`config.mk`:
```
export PLATFORM = sky130hd
export DESIGN_NAME = flight_phase_detector_unit_flat
export DESIGN_NICKNAME = d
export VERILOG_FILES = /design/src/rtl/fpd_pkg.sv /design/src/rtl/fpd_if.sv /design/src/rtl/flight_phase_detector_unit.sv /design/src/rtl/fpd_vote_window.sv /design/src/flat_wrapper.sv
export SDC_FILE = /design/constraint.sdc
export NUM_CORES = 1
export LEC_CHECK = 0
export ABC_AREA = 1
export BUFFER_PORTS_ARGS = -buffer_cell sky130_fd_sc_hd__buf_2
export CORE_ASPECT_RATIO = 0.6
export CORE_MARGIN = 3
export CORE_UTILIZATION = 40
export DETAILED_ROUTE_END_ITERATION = 10
export GPL_ROUTABILITY_DRIVEN = 0
export SLEW_MARGIN = 10
export SYNTH_ARGS = -nofsm -noshare
export SYNTH_HDL_FRONTEND = slang
export SYNTH_SLANG_ARGS = --single-unit
```
`constraint.sdc`:
```
create_clock -name clk -period 11.4 [get_ports clk]
set_input_delay 0.57 -clock clk [delete_from_list [all_inputs] [get_ports clk]]
set_output_delay 0.57 -clock clk [all_outputs]
set_load 0.05 [all_outputs]
```
`src/rtl/fpd_pkg.sv`:
```
// Shared types, constants and helpers of the flight phase detector
package fpd_pkg;

  localparam int SENSOR_W   = 16;
  localparam int CONF_W     = 5;
  localparam int VOTES_W    = 5;
  localparam int CFG_IDX_W  = 8;
  localparam int CFG_DATA_W = 16;
  localparam int SCNT_W     = 7;

  localparam int DEF_LIFTOFF_WINDOW = 16;
  localparam int DEF_BURNOUT_WINDOW = 16;

  // axis picking stops once the sample counter reaches this value
  localparam logic [SCNT_W-1:0] AXIS_PICK_LIMIT = 7'd100;

  // reset values of the configuration registers
  localparam logic signed [SENSOR_W-1:0] RST_LIFT_THR     = 16'sd2000;
  localparam logic signed [SENSOR_W-1:0] RST_BURN_THR     = 16'sd0;
  localparam logic [CONF_W-1:0]          RST_LIFTOFF_CONF = 5'd12;
  localparam logic [CONF_W-1:0]          RST_BURNOUT_CONF = 5'd12;

  // configuration register indexes
  localparam logic [CFG_IDX_W-1:0] REG_LIFT_THR     = 8'd0;
  localparam logic [CFG_IDX_W-1:0] REG_BURN_THR     = 8'd1;
  localparam logic [CFG_IDX_W-1:0] REG_LIFTOFF_CONF = 8'd2;
  localparam logic [CFG_IDX_W-1:0] REG_BURNOUT_CONF = 8'd3;

  typedef enum logic [2:0] {
    STAGE_PAD      = 3'd0,
    STAGE_POWERED  = 3'd1,
    STAGE_COASTING = 3'd2,
    STAGE_DROGUE   = 3'd3,
    STAGE_MAIN     = 3'd4,
    STAGE_LANDED   = 3'd5
  } stage_t;

  typedef enum logic [1:0] {
    AXIS_X = 2'd0,
    AXIS_Y = 2'd1,
    AXIS_Z = 2'd2
  } axis_t;

  typedef struct packed {
    logic signed [SENSOR_W-1:0] accel_x;
    logic signed [SENSOR_W-1:0] accel_y;
    logic signed [SENSOR_W-1:0] accel_z;
    logic signed [SENSOR_W-1:0] grav_x;
    logic signed [SENSOR_W-1:0] grav_y;
    logic signed [SENSOR_W-1:0] grav_z;
    logic                       drogue_ready;
    logic                       main_ready;
  } sample_t;

  typedef struct packed {
    stage_t               stage;
    logic [VOTES_W-1:0]   liftoff_votes;
    logic [VOTES_W-1:0]   burnout_votes;
    axis_t                vertical_axis;
  } result_t;

  // status of one vote window toward the stage logic
  typedef struct packed {
    logic               hit;
    logic [VOTES_W-1:0] votes;
  } vote_stat_t;

  // magnitude of a signed sensor value, one bit wider
  function automatic logic [SENSOR_W:0] mag(input logic signed [SENSOR_W-1:0] v);
    logic signed [SENSOR_W:0] ext;
    ext = {v[SENSOR_W-1], v};
    return v[SENSOR_W-1] ? (SENSOR_W+1)'(-ext) : (SENSOR_W+1)'(ext);
  endfunction

endpackage

```
`src/rtl/fpd_if.sv`:
```
// Valid/ready channels of the flight phase detector: samples, results, config writes
interface fpd_sample_if;
  logic                                valid;
  logic                                ready;
  logic signed [fpd_pkg::SENSOR_W-1:0] accel_x;
  logic signed [fpd_pkg::SENSOR_W-1:0] accel_y;
  logic signed [fpd_pkg::SENSOR_W-1:0] accel_z;
  logic signed [fpd_pkg::SENSOR_W-1:0] grav_x;
  logic signed [fpd_pkg::SENSOR_W-1:0] grav_y;
  logic signed [fpd_pkg::SENSOR_W-1:0] grav_z;
  logic                                drogue_ready;
  logic                                main_ready;

  modport source (output valid, accel_x, accel_y, accel_z, grav_x, grav_y, grav_z,
                  drogue_ready, main_ready, input ready);
  modport sink   (input valid, accel_x, accel_y, accel_z, grav_x, grav_y, grav_z,
                  drogue_ready, main_ready, output ready);
endinterface

interface fpd_result_if;
  logic                             valid;
  logic                             ready;
  logic [2:0]                       stage;
  logic [fpd_pkg::VOTES_W-1:0]      liftoff_votes;
  logic [fpd_pkg::VOTES_W-1:0]      burnout_votes;
  logic [1:0]                       vertical_axis;

  modport source (output valid, stage, liftoff_votes, burnout_votes, vertical_axis,
                  input ready);
  modport sink   (input valid, stage, liftoff_votes, burnout_votes, vertical_axis,
                  output ready);
endinterface

interface fpd_cfg_if;
  logic                              valid;
  logic                              ready;
  logic [fpd_pkg::CFG_IDX_W-1:0]     index;
  logic [fpd_pkg::CFG_DATA_W-1:0]    data;

  modport source (output valid, index, data, input ready);
  modport sink   (input valid, index, data, output ready);
endinterface

```
`src/rtl/flight_phase_detector_unit.sv`:
```
// Top level of the flight phase detector
//
// Channels: sample (sink) takes one sensor word per accepted valid/ready
// handshake; result (source) gives one word per sample with the flight stage,
// both vote counts and the chosen vertical axis; cfg (sink) writes the four
// threshold and confidence registers and is always ready; the user must write
// them only while the block idles, which the block itself does not enforce.
// Path: an accepted sample goes to the input register, then the result register.
// Throughput: one sample per cycle while result is taken; the input register
// refills in the same cycle its word moves to the result register, so the rate
// is set by the single-pass update of stage, windows and counters.
// Stall: while result is held, the result register keeps its word and one
// further sample waits in the input register; sample.ready then drops.
// Reset (rst, synchronous): stage standby, axis x, windows and counts clear,
// sample counter one, registers back to defaults, both channels empty.
module flight_phase_detector_unit #(
  parameter int LIFTOFF_WINDOW = fpd_pkg::DEF_LIFTOFF_WINDOW,
  parameter int BURNOUT_WINDOW = fpd_pkg::DEF_BURNOUT_WINDOW
) (
  input logic          clk,
  input logic          rst,
  fpd_sample_if.sink   sample,
  fpd_result_if.source result,
  fpd_cfg_if.sink      cfg
);

  // configuration registers
  logic signed [fpd_pkg::SENSOR_W-1:0] lift_thr;
  logic signed [fpd_pkg::SENSOR_W-1:0] burn_thr;
  logic [fpd_pkg::CONF_W-1:0]          lift_conf;
  logic [fpd_pkg::CONF_W-1:0]          burn_conf;

  // input and result registers
  logic              in_valid;
  fpd_pkg::sample_t  in_word;
  logic              res_valid;
  fpd_pkg::result_t  res_word;
  logic              advance;

  // flight state
  fpd_pkg::stage_t              stage;
  fpd_pkg::stage_t              stage_next;
  fpd_pkg::axis_t               axis;
  fpd_pkg::axis_t               axis_next;
  logic [fpd_pkg::SCNT_W-1:0]   sample_count;
  logic                         picking;
  logic signed [fpd_pkg::SENSOR_W-1:0] vert;
  logic                         lo_vote;
  logic                         bo_vote;
  fpd_pkg::vote_stat_t          lo_stat;
  fpd_pkg::vote_stat_t          bo_stat;

  // config writes
  assign cfg.ready = 1'b1;

  always_ff @(posedge clk) begin
    if (rst) begin
      lift_thr  <= fpd_pkg::RST_LIFT_THR;
      burn_thr  <= fpd_pkg::RST_BURN_THR;
      lift_conf <= fpd_pkg::RST_LIFTOFF_CONF;
      burn_conf <= fpd_pkg::RST_BURNOUT_CONF;
    end else if (cfg.valid) begin
      unique case (cfg.index)
        fpd_pkg::REG_LIFT_THR:     lift_thr  <= $signed(cfg.data);
        fpd_pkg::REG_BURN_THR:     burn_thr  <= $signed(cfg.data);
        fpd_pkg::REG_LIFTOFF_CONF: lift_conf <= cfg.data[fpd_pkg::CONF_W-1:0];
        fpd_pkg::REG_BURNOUT_CONF: burn_conf <= cfg.data[fpd_pkg::CONF_W-1:0];
        default: ;
      endcase
    end
  end

  // handshake: the input word moves on when the result slot is free or draining
  assign advance      = in_valid && (!res_valid || result.ready);
  assign sample.ready = !in_valid || advance;

  always_ff @(posedge clk) begin
    if (rst) begin
      in_valid <= 1'b0;
    end else if (sample.ready) begin
      in_valid <= sample.valid;
    end
  end

  always_ff @(posedge clk) begin
    if (sample.valid && sample.ready) begin
      in_word.accel_x      <= sample.accel_x;
      in_word.accel_y      <= sample.accel_y;
      in_word.accel_z      <= sample.accel_z;
      in_word.grav_x       <= sample.grav_x;
      in_word.grav_y       <= sample.grav_y;
      in_word.grav_z       <= sample.grav_z;
      in_word.drogue_ready <= sample.drogue_ready;
      in_word.main_ready   <= sample.main_ready;
    end
  end

  // vertical axis: largest gravity magnitude, ties go to the lower axis
  assign picking = sample_count < fpd_pkg::AXIS_PICK_LIMIT;

  always_comb begin
    logic [fpd_pkg::SENSOR_W:0] gx;
    logic [fpd_pkg::SENSOR_W:0] gy;
    logic [fpd_pkg::SENSOR_W:0] gz;
    logic [fpd_pkg::SENSOR_W:0] best;
    gx = fpd_pkg::mag(in_word.grav_x);
    gy = fpd_pkg::mag(in_word.grav_y);
    gz = fpd_pkg::mag(in_word.grav_z);
    best = gx;
    axis_next = axis;
    if (picking) begin
      axis_next = fpd_pkg::AXIS_X;
      if (gy > best) begin
        axis_next = fpd_pkg::AXIS_Y;
        best      = gy;
      end
      if (gz > best) begin
        axis_next = fpd_pkg::AXIS_Z;
      end
    end
  end

  always_comb begin
    unique case (axis_next)
      fpd_pkg::AXIS_Y: vert = in_word.accel_y;
      fpd_pkg::AXIS_Z: vert = in_word.accel_z;
      default:         vert = in_word.accel_x;
    endcase
  end

  assign lo_vote = vert > lift_thr;
  assign bo_vote = vert < burn_thr;

  // liftoff and burnout vote windows
  fpd_vote_window #(.WINDOW(LIFTOFF_WINDOW)) u_liftoff (
    .clk    (clk),
    .rst    (rst),
    .step   (advance),
    .active (stage == fpd_pkg::STAGE_PAD),
    .vote   (lo_vote),
    .conf   (lift_conf),
    .stat   (lo_stat)
  );

  fpd_vote_window #(.WINDOW(BURNOUT_WINDOW)) u_burnout (
    .clk    (clk),
    .rst    (rst),
    .step   (advance),
    .active (stage == fpd_pkg::STAGE_POWERED),
    .vote   (bo_vote),
    .conf   (burn_conf),
    .stat   (bo_stat)
  );

  // stage sequencer: at most one step per sample
  always_comb begin
    stage_next = stage;
    unique case (stage)
      fpd_pkg::STAGE_PAD:      if (lo_stat.hit) stage_next = fpd_pkg::STAGE_POWERED;
      fpd_pkg::STAGE_POWERED:  if (bo_stat.hit) stage_next = fpd_pkg::STAGE_COASTING;
      fpd_pkg::STAGE_COASTING: if (in_word.drogue_ready) stage_next = fpd_pkg::STAGE_DROGUE;
      fpd_pkg::STAGE_DROGUE:   if (in_word.main_ready) stage_next = fpd_pkg::STAGE_MAIN;
      fpd_pkg::STAGE_MAIN:     stage_next = fpd_pkg::STAGE_LANDED;
      fpd_pkg::STAGE_LANDED:   stage_next = fpd_pkg::STAGE_LANDED;
      default:                 stage_next = stage;
    endcase
  end

  always_ff @(posedge clk) begin
    if (rst) begin
      stage        <= fpd_pkg::STAGE_PAD;
      axis         <= fpd_pkg::AXIS_X;
      sample_count <= fpd_pkg::SCNT_W'(1);
    end else if (advance) begin
      stage <= stage_next;
      axis  <= axis_next;
      if (picking) begin
        sample_count <= sample_count + fpd_pkg::SCNT_W'(1);
      end
    end
  end

  // result register
  always_ff @(posedge clk) begin
    if (rst) begin
      res_valid <= 1'b0;
    end else if (advance) begin
      res_valid <= 1'b1;
    end else if (result.ready) begin
      res_valid <= 1'b0;
    end
  end

  always_ff @(posedge clk) begin
    if (advance) begin
      res_word.stage         <= stage_next;
      res_word.liftoff_votes <= lo_stat.votes;
      res_word.burnout_votes <= bo_stat.votes;
      res_word.vertical_axis <= axis_next;
    end
  end

  assign result.valid         = res_valid;
  assign result.stage         = res_word.stage;
  assign result.liftoff_votes = res_word.liftoff_votes;
  assign result.burnout_votes = res_word.burnout_votes;
  assign result.vertical_axis = res_word.vertical_axis;

endmodule

```
`src/rtl/fpd_vote_window.sv`:
```
// Sliding vote window: rotating bit line plus running vote count
module fpd_vote_window #(
  parameter int WINDOW = fpd_pkg::DEF_LIFTOFF_WINDOW
) (
  input  logic                          clk,
  input  logic                          rst,
  input  logic                          step,    // one word processed this cycle
  input  logic                          active,  // window belongs to the current stage
  input  logic                          vote,
  input  logic [fpd_pkg::CONF_W-1:0]    conf,
  output fpd_pkg::vote_stat_t           stat
);

  localparam int CW = $clog2(WINDOW + 1);
  localparam int XW = (CW > fpd_pkg::VOTES_W) ? CW : fpd_pkg::VOTES_W;

  // bit WINDOW-1 is the slot being revisited this sample
  logic [WINDOW-1:0] win;
  logic [CW-1:0]     count;
  logic [CW-1:0]     count_next;
  logic [XW-1:0]     count_ext;
  logic [XW-1:0]     shown_ext;
  logic              drop;

  assign drop       = win[WINDOW-1];
  assign count_next = count - CW'(drop) + CW'(vote);
  assign count_ext  = XW'(count_next);
  assign shown_ext  = active ? count_ext : XW'(count);

  // confidence check on the updated count
  assign stat.hit   = count_ext >= XW'(conf);
  // vote output saturates at the field's top value
  assign stat.votes = (shown_ext > XW'(31)) ? fpd_pkg::VOTES_W'(31)
                                            : shown_ext[fpd_pkg::VOTES_W-1:0];

  // the line turns once per sample; an idle stage puts the old bit back
  always_ff @(posedge clk) begin
    if (rst) begin
      win   <= '0;
      count <= '0;
    end else if (step) begin
      if (active) begin
        win   <= (win << 1) | WINDOW'(vote);
        count <= count_next;
      end else begin
        win   <= (win << 1) | WINDOW'(drop);
      end
    end
  end

endmodule

```
`src/flat_wrapper.sv`:
```
// flat-port wrapper written by rule: the top's interface ports become plain ports
module flight_phase_detector_unit_flat 
#(
  parameter int LIFTOFF_WINDOW = fpd_pkg::DEF_LIFTOFF_WINDOW,
  parameter int BURNOUT_WINDOW = fpd_pkg::DEF_BURNOUT_WINDOW
)
  (clk, rst, sample_valid, sample_accel_x, sample_accel_y, sample_accel_z, sample_grav_x, sample_grav_y, sample_grav_z, sample_drogue_ready, sample_main_ready, sample_ready, result_valid, result_stage, result_liftoff_votes, result_burnout_votes, result_vertical_axis, result_ready, cfg_valid, cfg_index, cfg_data, cfg_ready);
  fpd_sample_if sample_i ();
  fpd_result_if result_i ();
  fpd_cfg_if cfg_i ();
  input logic clk;
  input logic rst;
  input wire logic [$bits(sample_i.valid)-1:0] sample_valid;
  input wire logic [$bits(sample_i.accel_x)-1:0] sample_accel_x;
  input wire logic [$bits(sample_i.accel_y)-1:0] sample_accel_y;
  input wire logic [$bits(sample_i.accel_z)-1:0] sample_accel_z;
  input wire logic [$bits(sample_i.grav_x)-1:0] sample_grav_x;
  input wire logic [$bits(sample_i.grav_y)-1:0] sample_grav_y;
  input wire logic [$bits(sample_i.grav_z)-1:0] sample_grav_z;
  input wire logic [$bits(sample_i.drogue_ready)-1:0] sample_drogue_ready;
  input wire logic [$bits(sample_i.main_ready)-1:0] sample_main_ready;
  output wire logic [$bits(sample_i.ready)-1:0] sample_ready;
  output wire logic [$bits(result_i.valid)-1:0] result_valid;
  output wire logic [$bits(result_i.stage)-1:0] result_stage;
  output wire logic [$bits(result_i.liftoff_votes)-1:0] result_liftoff_votes;
  output wire logic [$bits(result_i.burnout_votes)-1:0] result_burnout_votes;
  output wire logic [$bits(result_i.vertical_axis)-1:0] result_vertical_axis;
  input wire logic [$bits(result_i.ready)-1:0] result_ready;
  input wire logic [$bits(cfg_i.valid)-1:0] cfg_valid;
  input wire logic [$bits(cfg_i.index)-1:0] cfg_index;
  input wire logic [$bits(cfg_i.data)-1:0] cfg_data;
  output wire logic [$bits(cfg_i.ready)-1:0] cfg_ready;
  assign sample_i.valid = sample_valid;
  assign sample_i.accel_x = sample_accel_x;
  assign sample_i.accel_y = sample_accel_y;
  assign sample_i.accel_z = sample_accel_z;
  assign sample_i.grav_x = sample_grav_x;
  assign sample_i.grav_y = sample_grav_y;
  assign sample_i.grav_z = sample_grav_z;
  assign sample_i.drogue_ready = sample_drogue_ready;
  assign sample_i.main_ready = sample_main_ready;
  assign sample_ready = sample_i.ready;
  assign result_valid = result_i.valid;
  assign result_stage = result_i.stage;
  assign result_liftoff_votes = result_i.liftoff_votes;
  assign result_burnout_votes = result_i.burnout_votes;
  assign result_vertical_axis = result_i.vertical_axis;
  assign result_i.ready = result_ready;
  assign cfg_i.valid = cfg_valid;
  assign cfg_i.index = cfg_index;
  assign cfg_i.data = cfg_data;
  assign cfg_ready = cfg_i.ready;
  flight_phase_detector_unit #(.LIFTOFF_WINDOW(LIFTOFF_WINDOW), .BURNOUT_WINDOW(BURNOUT_WINDOW)) u_core (.clk(clk), .rst(rst), .sample(sample_i), .result(result_i), .cfg(cfg_i));
endmodule
```
* After elaboration in Yosys (flattened, before gate mapping)
Index checks and enable logic that the tools add are counted.
Cells by class: equality and inequality tests 10, bitwise gates (word level) 4, reductions and logical operators 15, $lt $le $gt $ge 9, mux-type cells 20, add/subtract/negate cells 8
Operators with widths (count):
- $mux 17 | 5
- $or 16x1->16 | 4
- $neg 16->17 | 3
- $gt 17x17->1 | 2
- $mux 16 | 2
- $pmux 16 s2 | 1
- $eq 8x2->1 const B | 2
- $gt 16x16->1 | 1
- $lt 16x16->1 | 1
- $pmux 3 s5 | 1
- $mux 3 | 4
- $add 5x1->5 | 2
- $ge 5x5->1 | 2
- $gt 5x5->1 const B | 2
- $mux 5 | 2
- $reduce_and 2->1 | 5
- $sub 5x1->5 | 2
- $eq 8x1->1 const B | 1
- $logic_not 8->1 | 1
- $add 7x1->7 const B | 1
- $lt 7x7->1 const B | 1
- $eq 3x2->1 const B | 2
- $eq 3x3->1 const B | 2
- $mux 2 | 2
- other kinds (10) | 15
Storage, ports and cells: logic and storage cells 91, output and inout bits 18, input port bits 127, flip-flop bits (word level) 211

* Longest topological paths before layout
word-level depth 15, depth in mapped cells 65, depth with buffers taken out 63

* Hierarchy
Synthesis repeated with hierarchy kept, for this count alone.
Unflattened totals: cells, all modules 1259, area, all modules 11095.6 µm²
Modules (own cells, without submodules):
- flight_phase_detector_unit | cells each 931, area an instance 8728.4 µm², sequential area each 4514.3 µm², times used 1
- fpd_vote_window | cells each 164, area an instance 1183.6 µm², sequential area each 420.4 µm², times used 2

* Worst setup path before layout
OpenSTA, ideal clock, no wires.
path type register to register, start register u_core.in_word[18] in the netlist's numbering, end register u_core.stage[1], library setup time 115 ps, slack 3239 ps, buffers on the path 3, data required time 11285 ps, clock period less this slack 8161 ps, cell stages (with the launch flop) 58, data arrival time 8046 ps, path through edfxtp_1 -> inv_1 -> ha_1 -> inv_1 -> nor3_1 -> inv_1 -> nor3_2 -> nand4_1 -> o31ai_1 -> xor2_1 -> ha_1 -> a21oi_1 -> o21ai_0 -> nor2_1 -> nand2_1 -> nand2_1 -> clkbuf_1 -> o21ai_0 -> [... 22 more ...] -> nand2_1 -> nand2_1 -> nand3_1 -> and2_1 -> ha_1 -> inv_1 -> ha_1 -> fa_1 -> nand3_1 -> nand2_1 -> xor2_1 -> ha_1 -> a21oi_1 -> o21a_1 -> nand3_1 -> a2111o_1 -> o21ai_0 -> inv_1
On the way: cells in the longest elaborated chain, start to end 15, elaborated cells on any way between the ends 21, those cells by class add/sub (3); order compare (6); eq/ne (2); mux (10)
Ends and longest elaborated chain:
- from (decl) | line flight_phase_detector_unit.sv:35 | fpd_pkg::sample_t in_word;
- $neg 16->17 | line fpd_pkg.sv:72 | return v[SENSOR_W-1] ? (SENSOR_W+1)'(-ext) : (SENSOR_W+1)'(ext);
- $mux 17 * | line fpd_pkg.sv:72
- $gt 17x17->1 | line flight_phase_detector_unit.sv:113 | if (gy > best) begin
- $mux 17 | line flight_phase_detector_unit.sv:113
- $mux 17 | line flight_phase_detector_unit.sv:111 | if (picking) begin
- $gt 17x17->1 | line flight_phase_detector_unit.sv:117 | if (gz > best) begin
- $mux 2 * | line flight_phase_detector_unit.sv:117
- $mux 2 * | line flight_phase_detector_unit.sv:111
- net u_core.axis_next[0] | line flight_phase_detector_unit.sv:44 | fpd_pkg::axis_t axis_next;
- $eq 2x2->1 / $eq 2x1->1 (equally long branches) | line flight_phase_detector_unit.sv:124 | unique case (axis_next)
- $pmux 16 s2 * | line flight_phase_detector_unit.sv:124
- $lt 16x16->1 / $gt 16x16->1 (equally long branches) | line flight_phase_detector_unit.sv:132, flight_phase_detector_unit.sv:131
- $add 5x1->5 | line fpd_vote_window.sv:26 | assign count_next = count - CW'(drop) + CW'(vote);
- $ge 5x5->1 | line fpd_vote_window.sv:31 | assign stat.hit = count_ext >= XW'(conf);
- $mux 3, on equally long branches | line flight_phase_detector_unit.sv:160, flight_phase_detector_unit.sv:159
- $pmux 3 s5 * | line flight_phase_detector_unit.sv:158 | unique case (stage)
- net u_core.stage_next[1] | line flight_phase_detector_unit.sv:42 | fpd_pkg::stage_t stage_next;
- to (signal assigned) | line flight_phase_detector_unit.sv:171 | stage <= fpd_pkg::STAGE_PAD;
- to (signal assigned) | line flight_phase_detector_unit.sv:175 | stage <= stage_next;
- to (decl) | line flight_phase_detector_unit.sv:41 | fpd_pkg::stage_t stage;
The timed path passes the listed nets; every way through them passes the cells marked *. The select of a mux whose other input is x is not followed. A chain may end at the register's enable or synchronous reset.

* Worst setup path in the final report
start register u_core.in_word[34] in the netlist's numbering, end register u_core.stage[1]
On the way: cells in the longest elaborated chain, start to end 15, elaborated cells on any way between the ends 21, those cells by class add/sub (3); order compare (6); eq/ne (2); mux (10)
Ends and longest elaborated chain (line):
- $neg 16->17 | fpd_pkg.sv:72
- $mux 17 * | fpd_pkg.sv:72
- $gt 17x17->1 | flight_phase_detector_unit.sv:113
- $mux 17 | flight_phase_detector_unit.sv:113
- $mux 17 | flight_phase_detector_unit.sv:111
- $gt 17x17->1 | flight_phase_detector_unit.sv:117
- $mux 2 * | flight_phase_detector_unit.sv:117
- $mux 2 * | flight_phase_detector_unit.sv:111
- $eq 2x2->1 / $eq 2x1->1 (equally long branches) | flight_phase_detector_unit.sv:124
- $pmux 16 s2 * | flight_phase_detector_unit.sv:124
- $lt 16x16->1 / $gt 16x16->1 (equally long branches) | flight_phase_detector_unit.sv:132, flight_phase_detector_unit.sv:131
- $add 5x1->5 | fpd_vote_window.sv:26
- $ge 5x5->1 | fpd_vote_window.sv:31
- $mux 3, on equally long branches | flight_phase_detector_unit.sv:160, flight_phase_detector_unit.sv:159
- $pmux 3 s5 * | flight_phase_detector_unit.sv:158
- net u_core.stage_next[1] | flight_phase_detector_unit.sv:42
Marks and branches as above.

==> flow_summary_export.csv <==
group,metric,value,unit
status,outcome,"finished clean",
sta,period_minus_slack,10.20,ns
final_layout,drive_above_1_share,14.4,%
synth,synthCells,1173,
route,wire_per_inst,15.8,um
floorplanning,die_area,0.0289,mm2
floorplanning,die_h,133,um
worst_setup_path,critPathMaxFanout,32,
worst_setup_path,crit_arrival,10.60,ns
power,power_density,167,mW/mm2
worst_setup_path,critPathKind,"reg -> reg",
sta,period_share,89.5,%
cts,numCtsBuffers,21,
hold_path,hp-start,"sample_grav_y[9]",
floorplanning,pin_count,145,
sta,timing.final.max_slew_violations,0,
worst_setup_path,ff2ff_setup_slack,1.20,ns
cts,ctsHoldBuffers,0,
worst_setup_path,critical_path.top_delay_family,"adder cells",
final_layout,synthToLayoutAreaGrowth,15.0,%
synth,synth_seq_area_share,49.9,%
worst_setup_path,cp.depth,53,
worst_setup_path,critPathCaptureType,"flop",
power,ir_drop,0.106,mV
synth,yosysWarnings,0,
synth,avgSynthCellArea,9.14,um2
route,drt-initial-drc-count,704,
floorplanning,die_w,217,um
hold_path,hold_class,"in -> reg",
sta,setup_viol,0,
cts,insertion_delay,0.50,ns
route,dr.pass1.iters,5,
global_route,grt_max_degree,81,
power,leakage,0.00539,uW
route,via_count,8318,
sta,max-slew-margin-rel,35.8,%
cts,clk_pin_slew,0.07,ns
worst_setup_path,reg2reg_from,"u_core.in_word[34]",
global_route,antenna_found_initial,0,
placed_design,numPortBuffers,143,
worst_setup_path,cp_num_buf_inv,8,
worst_setup_path,critPathLaunchType,"flop",
cts,postCtsSetupBuffers,0,
sta,worst_pin_slew,0.961,ns
worst_setup_path,ff2ff_path_depth,53,
final_layout,fin_nets,1526,
cts,clock_sinks,211,
global_route,grt-ovfl-total,0,
global_route,grt_pass1_vias,7619,
global_route,grt_pass1_wl,41.5,mm
sta,skew,0.0103,ns
worst_setup_path,crit_path_max_incr_delay,0.58,ns
sta,max_freq,98.1,MHz
worst_setup_path,critPathRequiredTime,11.80,ns
sta,finalSetupTns,0,ns
cts,clk_path_buf_depth,3,
sta,hold_violations,0,
route,drtAntennaViolNets,0,
route,via_per_inst,4.97,
synth,synthesis.area,0.0107,mm2
worst_setup_path,worst_r2r_endpoint,"u_core.stage[1]",
cts,htreeDepth,1,
sta,grt_setup_unrepaired,"false",
cts,cts_tree,"done",
route,drcViolationCount,0,
floorplanning,rows,45,
final_layout,postLayoutCoreUtil,47.7,%
route,finalWirelength,26.4,mm
worst_setup_path,crit_path_start,"u_core.in_word[34]",
cts,cts_root_buf,"clkbuf_16",
floorplanning,start_util,41.5,%
floorplanning,core_region_area,0.0258,mm2
run,drv_cap,0,
synth,ys_ff_latch,211,
placed_design,dp_hpwl,19.9,mm
worst_setup_path,slowest_stage,"ha_1",
global_route,grt_util_all_layers,18.0,%
synth,ys_types,45,
worst_setup_path,critPathCapture,"u_core.stage[1]",
final_layout,antenna_cells,0,
## area by class of cell
type | count | area [um2]
Fill cell | 2465 | 13500
Sequential cell | 211 | 5360
Multi-Input combinational cell | 759 | 4570
Timing Repair Buffer | 147 | 746
Inverter | 166 | 628
Clock buffer | 28 | 552
Tap cell | 352 | 440
Clock inverter | 9 | 45.0
## timing repair
action | in CTS | in global routing
resized for setup | 0 | 1
hold endpoints to repair | 0 | 0
endpoints found under the setup margin | 0 | 3
## routing by layer
metal	GRT usage [%]	share of wire (%)	up-vias
met5	0	0	-
met4	3.22	1.7	0
met3	3.40	6.4	31
met2	23.9	38	234
met1	29.9	54	3823
li1	-	-	4230
## synthesized netlist by cell type, drive strengths merged
cell / number / share of area (%)
a21oi: 91 / 4.2
o21bai: 1 / 0.070
a21o: 3 / 0.21
or4: 1 / 0.10
nor4: 3 / 0.18
nor3b: 3 / 0.21
and2: 1 / 0.058
a211oi: 2 / 0.14
fa: 2 / 0.37
clkbuf: 30 / 1.1
xnor2: 16 / 1.3
conb: 2 / 0.070
a21boi: 1 / 0.070
o21ai: 140 / 6.6
nor3: 18 / 1.1
a41oi: 1 / 0.082
nand2: 154 / 5.4
nand3b: 1 / 0.070
nor2: 117 / 4.1
a311oi: 1 / 0.082
or2: 4 / 0.23
ha: 91 / 11
o211ai: 14 / 0.98
edfxtp: 113 / 32
o21a: 2 / 0.14
clkinv: 4 / 0.16
o31ai: 3 / 0.21
nand3: 29 / 1.4
a221o: 15 / 1.4
inv: 162 / 5.7
xor2: 30 / 2.4
nand4: 9 / 0.52
buf: 10 / 0.66
dfxtp: 98 / 18
a2111o: 1 / 0.10
## kinds of logic after synthesis
kind of cell             synth area share [%]
AND/OR/NAND/NOR                          13.3
AO/OA/AOI/OAI                            14.3
flip-flops                               49.9
buffers and inverters                    7.57
adder cells (fa/ha/maj)                  11.0
XOR/XNOR                                 3.76
other                                  0.0700
## layout by cell type (no fill, tap or decap), types with 13 or more instances in the layout
| cell | instances |
|---|---|
| inv_1 | 160 |
| nand2_1 | 153 |
| buf_2 | 143 |
| o21ai_0 | 136 |
| nor2_1 | 117 |
| edfxtp_1 | 113 |
| dfxtp_1 | 98 |
| a21oi_1 | 91 |
| ha_1 | 91 |
| xor2_1 | 30 |
| nand3_1 | 29 |
| clkbuf_16 | 21 |
| xnor2_1 | 16 |
| a221o_1 | 15 |
| o211ai_1 | 14 |
| nor3_1 | 13 |
## worst min-delay path by stage
stage	end	slack (ns)	cells past startpoint
floorplan	u_core.burn_conf[1]	0.44	2
global placement	u_core.burn_thr[8]	0.45	2
detailed placement	u_core.sample_count[6]	0.45	2
CTS	u_core.in_word[2]	0.21	1
global route	u_core.in_word[84]	0.21	1
finish	u_core.in_word[27]	0.24	1
## report_power, final
group	total, uW	internal, uW	switching (uW)
sequential	872	849	23.0
combinational	561	207	354
clock	625	340	285
## worst register-to-register path, delay by kind of cell, from the launching register on
kind                       cells  cell delay [ns]
and+or+nand+nor               20             2.36
AOI/OAI and AO/OA             14             2.83
buffers and inverters          8             1.06
xor gates and xnor gates       2             0.51
DFF                            1             0.47
adders and majority gates      9             2.87
## stage by stage
step | area [um2] | hold WS (ns) | cells | setup slack (ns) | total power, uW
detailed placement | 11700 | 0.451 | 1635 | 1.06 | 1440
global placement | 11700 | 0.449 | 1635 | 1.22 | 1430
floorplan | 10700 | 0.435 | 1176 | 3.24 | 1280
global route | 12300 | 0.209 | 1672 | 0.0311 | 2200
finish | 12300 | 0.238 | 1672 | 1.20 | 2060
CTS | 12300 | 0.212 | 1672 | 1.00 | 2080
## sequential cells by signal (all words and copies together), names as in the netlist
name and cells:
u_core.sample_count 7, u_core.result.vertical_axis 2, u_core.result.valid 1, u_core.lift_thr 16
u_core.u_burnout.count 5, u_core.in_word 98, u_core.result.burnout_votes 5, u_core.u_liftoff.count 5
u_core.lift_conf 5, u_core.u_liftoff.win 16, u_core.u_burnout.win 16, u_core.burn_conf 5
u_core.stage 3, u_core.axis 2, u_core.in_valid 1, u_core.result.liftoff_votes 5
u_core.result.stage 3, u_core.burn_thr 16
(Power assumes the default switching activity.)
